File: config.mk
export PLATFORM = sky130hd
export DESIGN_NAME = rrt_ctrl
export DESIGN_NICKNAME = d
export VERILOG_FILES = /design/src/rrt_pkg.sv /design/src/rrt_ctrl.sv
export SDC_FILE = /design/constraint.sdc
export NUM_CORES = 1
export LEC_CHECK = 0
export BUFFER_PORTS_ARGS = -buffer_cell sky130_fd_sc_hd__clkbuf_2
export CAP_MARGIN = 20
export CELL_PAD_IN_SITES_DETAIL_PLACEMENT = 0
export CELL_PAD_IN_SITES_GLOBAL_PLACEMENT = 1
export CORE_AREA = 2 2 39 41
export DETAILED_ROUTE_END_ITERATION = 10
export DIE_AREA = 0 0 41 43
export PLACE_DENSITY = 0.77
export SETUP_SLACK_MARGIN = 0.1
export SYNTH_ARGS = -nofsm -noshare
export SYNTH_HDL_FRONTEND = slang
export SYNTH_SLANG_ARGS = --single-unit
File: constraint.sdc
create_clock -name i_clk -period 2.91 [get_ports i_clk]
set_input_delay 0 -clock i_clk [delete_from_list [all_inputs] [get_ports i_clk]]
set_output_delay 0 -clock i_clk [all_outputs]
set_load 0.02 [all_outputs]
File: src/rrt_pkg.sv
// Shared codes, field widths and controller/datapath interface types for the remap table.
`timescale 1ns / 1ps

package rrt_pkg;

    // Fixed widths of the stream fields
    localparam int FIELD_W  = 48;
    localparam int OP_W     = 2;
    localparam int HIDX_W   = 5;
    localparam int STAT_W   = 2;
    localparam int IN_DATA_W  = 192;
    localparam int OUT_DATA_W = 56;

    // Operation codes carried in tuser
    localparam logic [OP_W-1:0] OP_ADD = 2'd0;
    localparam logic [OP_W-1:0] OP_FWD = 2'd1;
    localparam logic [OP_W-1:0] OP_INV = 2'd2;
    localparam logic [OP_W-1:0] OP_CLR = 2'd3;

    // Result status codes
    localparam logic [STAT_W-1:0] STAT_DONE = 2'd0;
    localparam logic [STAT_W-1:0] STAT_MISS = 2'd1;
    localparam logic [STAT_W-1:0] STAT_FULL = 2'd2;
    localparam logic [STAT_W-1:0] STAT_OVF  = 2'd3;

    // Result selection commanded by the controller
    localparam int RES_W = 3;
    localparam logic [RES_W-1:0] RES_NONE = 3'd0;
    localparam logic [RES_W-1:0] RES_ZERO = 3'd1;
    localparam logic [RES_W-1:0] RES_FULL = 3'd2;
    localparam logic [RES_W-1:0] RES_OVF  = 3'd3;
    localparam logic [RES_W-1:0] RES_MISS = 3'd4;
    localparam logic [RES_W-1:0] RES_HIT  = 3'd5;

    typedef struct packed {
        logic             load_in;
        logic             wr_entry;
        logic             clr_count;
        logic             scan_start;
        logic             scan_next;
        logic             take_hit;
        logic [RES_W-1:0] res_sel;
        logic             load_out;
    } t_dp_cmd;

    typedef struct packed {
        logic [OP_W-1:0] op;
        logic            full;
        logic            ovf;
        logic            scan_end;
        logic            match;
        logic            out_free;
    } t_dp_sts;

endpackage

File: src/rrt_ctrl.sv
// Controller state machine: decode each request, sequence the table scan, hand off the result.
`timescale 1ns / 1ps

module rrt_ctrl (
    input  logic             i_clk,
    input  logic             i_rst_n,
    input  logic             i_in_valid,
    output logic             o_in_ready,
    input  rrt_pkg::t_dp_sts i_sts,
    output rrt_pkg::t_dp_cmd o_cmd
);

    localparam logic [2:0] S_IDLE   = 3'd0;
    localparam logic [2:0] S_DECODE = 3'd1;
    localparam logic [2:0] S_READ   = 3'd2;
    localparam logic [2:0] S_CMP    = 3'd3;
    localparam logic [2:0] S_ADD    = 3'd4;
    localparam logic [2:0] S_DONE   = 3'd5;

    logic [2:0] r_state;
    logic [2:0] n_state;

    assign o_in_ready = (r_state == S_IDLE);

    always_comb begin
        n_state = r_state;
        o_cmd   = '0;
        o_cmd.res_sel = rrt_pkg::RES_NONE;
        unique case (r_state)
            S_IDLE: begin
                if (i_in_valid) begin
                    o_cmd.load_in = 1'b1;
                    n_state = S_DECODE;
                end
            end
            S_DECODE: begin
                unique case (i_sts.op)
                    rrt_pkg::OP_ADD: begin
                        if (i_sts.full) begin
                            o_cmd.res_sel = rrt_pkg::RES_FULL;
                        end else if (i_sts.ovf) begin
                            o_cmd.res_sel = rrt_pkg::RES_OVF;
                        end else begin
                            o_cmd.wr_entry = 1'b1;
                            o_cmd.res_sel  = rrt_pkg::RES_ZERO;
                        end
                        n_state = S_DONE;
                    end
                    rrt_pkg::OP_CLR: begin
                        o_cmd.clr_count = 1'b1;
                        o_cmd.res_sel   = rrt_pkg::RES_ZERO;
                        n_state = S_DONE;
                    end
                    default: begin
                        // preset the passthrough answer, overwritten on a hit
                        o_cmd.res_sel    = rrt_pkg::RES_MISS;
                        o_cmd.scan_start = 1'b1;
                        n_state = S_READ;
                    end
                endcase
            end
            S_READ: begin
                if (i_sts.scan_end) begin
                    n_state = S_DONE;
                end else begin
                    n_state = S_CMP;
                end
            end
            S_CMP: begin
                if (i_sts.match) begin
                    o_cmd.take_hit = 1'b1;
                    n_state = S_ADD;
                end else begin
                    o_cmd.scan_next = 1'b1;
                    n_state = S_READ;
                end
            end
            S_ADD: begin
                o_cmd.res_sel = rrt_pkg::RES_HIT;
                n_state = S_DONE;
            end
            S_DONE: begin
                if (i_sts.out_free) begin
                    o_cmd.load_out = 1'b1;
                    n_state = S_IDLE;
                end
            end
            default: begin
                n_state = S_IDLE;
            end
        endcase
    end

    always_ff @(posedge i_clk) begin
        if (!i_rst_n) begin
            r_state <= S_IDLE;
        end else begin
            r_state <= n_state;
        end
    end

endmodule

# ---- Yosys cells after proc, flatten, opt, wreduce, memory -nomap -nowiden
# Cells that the tools add are included.
dict set report op_classes {
  muxes 23
  n_eq_ne 8
  reduce_logical 4
}
# op n
set ops {}
lappend ops {{$mux 3} 6}
lappend ops {{$pmux 3 s6} 1}
lappend ops {{$pmux 3 s2} 2}
lappend ops {{$mux 1} 11}
lappend ops {{$eq 3x2->1 const B} 2}
lappend ops {{$eq 3x3->1 const B} 2}
lappend ops {{$mux 2} 3}
lappend ops {{$ne 2x2->1 const B} 2}
lappend ops {{$eq 3x1->1 const B} 1}
lappend ops {{$logic_not 3->1} 1}
lappend ops {{$eq 2x2->1 const B} 1}
lappend ops {{$logic_not 2->1} 1}
lappend ops {{$reduce_and 2->1} 1}
lappend ops {{$reduce_or 2->1} 1}
dict set report totals {
  word_cells 36
  register_bits 3
}

# ---- Depth between registers and ports, before layout
dict set report logic_depth {
  depth_word 4
  mapped_depth 5
  ltp_nobuf 5
}

# ---- Least setup slack after synthesis
# No wires, ideal clock.
dict set report synth_timing {
  kind {register -> output}
  start {register r_state[1]}
  end {output o_cmd[9] (netlist bit)}
  slack_ns 1.553
  path_stages_with_launch 4
  n_path_buf 1
  t_required_ns 2.910
  arrival_time_ns 1.357
  path_cell_list {dfxtp_1 -> buf_2 -> nor3_1 -> and2_1}
}
# element line_no
set synth_lines {}
lappend synth_lines {{start, declared} rrt_ctrl.sv:20} ;# logic [2:0] r_state;
lappend synth_lines {{start signal, assigned} rrt_ctrl.sv:98} ;# r_state <= n_state;
lappend synth_lines {{end, declared} rrt_ctrl.sv:10} ;# output rrt_pkg::t_dp_cmd o_cmd

==> results.ini <==
[pwr]
power_density_nw_per_um2 = 580.6
pwr-share-clk = 0.267
p_int_w = 0.0001547
power.leakage_nw = 0.2439
seqPwrFrac = 0.265
p_sw_frac = 0.4382
ir_drop_v = 0.0002326
p_comb_frac = 0.468
switchingPower_w = 0.0001207

[drt]
drtIter0Drc = 3
via_count = 419
post_drt_wl_per_cell_um = 9.416
viasPerCell = 4.708
final_antenna_net_count = 0
drc = 0
first_pass_iters = 3
drt-total-wl_um = 838

[timing]
relSlewSlack = 0.6901
setup_violations = 0
hold_viol_final = 0
fin_crit_ns = 1.392
max_slew.worst_pin.slew_ns = 0.4642
rsz0062_at_grt = no
fmax_mhz = 718.2
finalCritPeriodShare = 0.4785
drv_slew = 0
fin_setup_tns_ns = 0
finClkSkew_ns = 0.00008211

[synth]
yosysTopAreaCell = dfxtp_1
synth-seq-area-share = 0.1708
ys_top_cells_by_area = dfxtp_1, a21oi_1, ha_1, inv_1, nand2_1
ys_types = 23
synthCells = 52
synth_top_area_share = 0.1708
synth_nets = 64
ys_ff_latch = 3
synth_area_um2 = 351.6
synth_warnings = 0
syn_area_per_cell_um2 = 6.761

[hold_path]
hold_path.class = in -> reg

[worst_setup_path]
cp_slowest_stage_delay_ns = 0.47
worst_setup_path_start_kind = flip-flop
crit_path_end = o_cmd[1]
r2r-end = r_state[2]
arrival_ns = 1.39
worstSetupPathType = reg -> out
cp.required_ns = 2.91
regToRegSetupSlack_ns = 1.61
path_delay_family = flip-flops
end_kind = output pin
r2r_cells = 3
cp_num_cells = 4
slowest_stage = dfxtp_1
path_max_fanout = 10
critPathLaunch = r_state[0]
rr_startpoint = r_state[1]
worstPathCellList = nor2b_4, o211ai_1, a21oi_1, clkbuf_2
path_buf_inv = 1

[floorplan]
core-area_um2 = 1384
start_util = 0.2541
io-pin-count = 21
die_x_um = 41
std_cell_rows = 14
die_h_um = 43
die_area_um2 = 1763

[global_routing]
grtUsageTotal = 0.1142
grt_overflow = 0
grt_pass1_vias = 368
grt_start_max_net_pins = 17
antenna_found_initial = 0
grt_pass1_wl_um = 1359

[clock_tree]
clk_latency_ns = 0.23
cts-root-buf = clkbuf_4
cts_max_level = 1
hold_buffers = 0
cts_tree = built
postCtsSetupBuffers = 0
cts_resized = 0
cts_buffer_depth = 2
cts_buffers = 3
cts_sinks = 3
clk_pin_slew_worst_paths_ns = 0.04

[placed_design]
gp_congestion = 0.6867
portBuffers = 20
placedCellCount = 85
dp_hpwl_um = 653.8

[final_layout]
fillers = 151
multi_input_area_um2 = 245.2
n_antenna_cell = 0
syn2layout_area_growth_pct = 34.88
final_cells = 89
reg_top3 = r_state (3)
fin_nets = 86
largest_reg_flops = 3
top_register = r_state
regArea_um2 = 60.06
drive_above_1_share = 0.3562

[flow_run]
maxCapViolations = 0

[outcome]
status = complete, no violations

-- synthesized netlist by cell type --
cell type  n
nor4bb_1   1
o211ai_1   1
nand3b_1   1
nand2_1    6
nor2b_4    1
a311o_1    1
buf_2      1
buf_6      1
inv_1      6
and3_1     1
a21oi_1    5
ha_1       2
o21ai_0    3
or4_1      1
nor2_1     3
and3_2     2
nor2b_1    3
nor3_1     4
nand3_1    3
nor4b_1    1
dfxtp_1    3
and2_1     1
buf_4      1
-- kinds of logic after synthesis --
| logic type | after synthesis | share of synthesized area |
|---|---|---|
| flops | 3 | 0.1708 |
| fa+ha+maj | 2 | 0.07116 |
| buf+inv | 9 | 0.1317 |
| compound gates | 10 | 0.1637 |
| simple gates | 28 | 0.4626 |
-- power by group through the flow --
stage,registers (W),logic [W],clock network (W)
after floorplan,0.0000539,0.000119,0
final,0.0000729,0.000129,0.0000736
after global routing,0.0000761,0.000142,0.0000831
after detailed placement,0.0000740,0.000130,0
after CTS,0.0000733,0.000130,0.0000779
after global placement,0.0000737,0.000130,0
-- how the worst min path moves through the flow --
stage	slack, ns	to	cells past startpoint	start
2_1_floorplan	0.08	o_cmd[5]	1	i_sts[1]
3_3_place_gp	0.27	o_cmd[8]	3	i_sts[3]
3_5_place_dp	0.28	o_cmd[8]	3	i_sts[3]
4_1_cts	0.03	r_state[0]	3	i_rst_n
5_1_grt	0.04	r_state[1]	3	i_rst_n
6_report	0.04	r_state[0]	3	i_rst_n
-- worst reg2reg max path, delay by kind of cell (launching register included) --
kind               cells  cell delay [ns]
DFF                    1             0.60
AOI/OAI and AO/OA      1             0.30
and+or+nand+nor        2             0.29
-- layout make-up --
cell class,count,share of cell area
clock buffers,4,0.05541
multi-input cells,40,0.5171
flip-flops and latches,3,0.1266
inverters,6,0.04749
repair buffers,20,0.2111
well taps,16,0.04222
-- placed cells by master (no fill, tap or decap) --
cell,count
a21oi_1,5
a311o_1,1
and2_1,1
and3_1,1
and3_2,2
clkbuf_1,1
clkbuf_2,20
clkbuf_4,3
dfxtp_1,3
ha_1,2
inv_1,6
nand2_1,6
nand3_1,3
nand3b_1,1
nor2_1,3
nor2b_1,3
nor2b_4,1
nor3_1,4
nor4b_1,1
nor4bb_1,1
o211ai_1,1
o21ai_0,3
or4_1,1
-- stage by stage --
step	hold WS [ns]	util	setup WS, ns	total power [W]	cell area (um^2)
final	0.03798	0.3427	1.518	0.0002753	474.2
after global routing	0.03646	0.3427	1.352	0.0003009	474.2
after CTS	0.02850	0.3427	1.488	0.0002814	474.2
after detailed placement	0.2761	0.3237	1.618	0.0002038	447.9
after global placement	0.2744	0.3237	1.649	0.0002032	447.9
after floorplan	0.07979	-	1.553	0.0001729	351.6
-- routing by layer --
metal,track usage,wire (um),vias to the layer above
li1,-,-,221
met4,0.1000,14,0
met3,0.03665,65,2
met2,0.1656,378,14
met1,0.1246,379,182
met5,0,0,-
(Power assumes the default switching activity.)
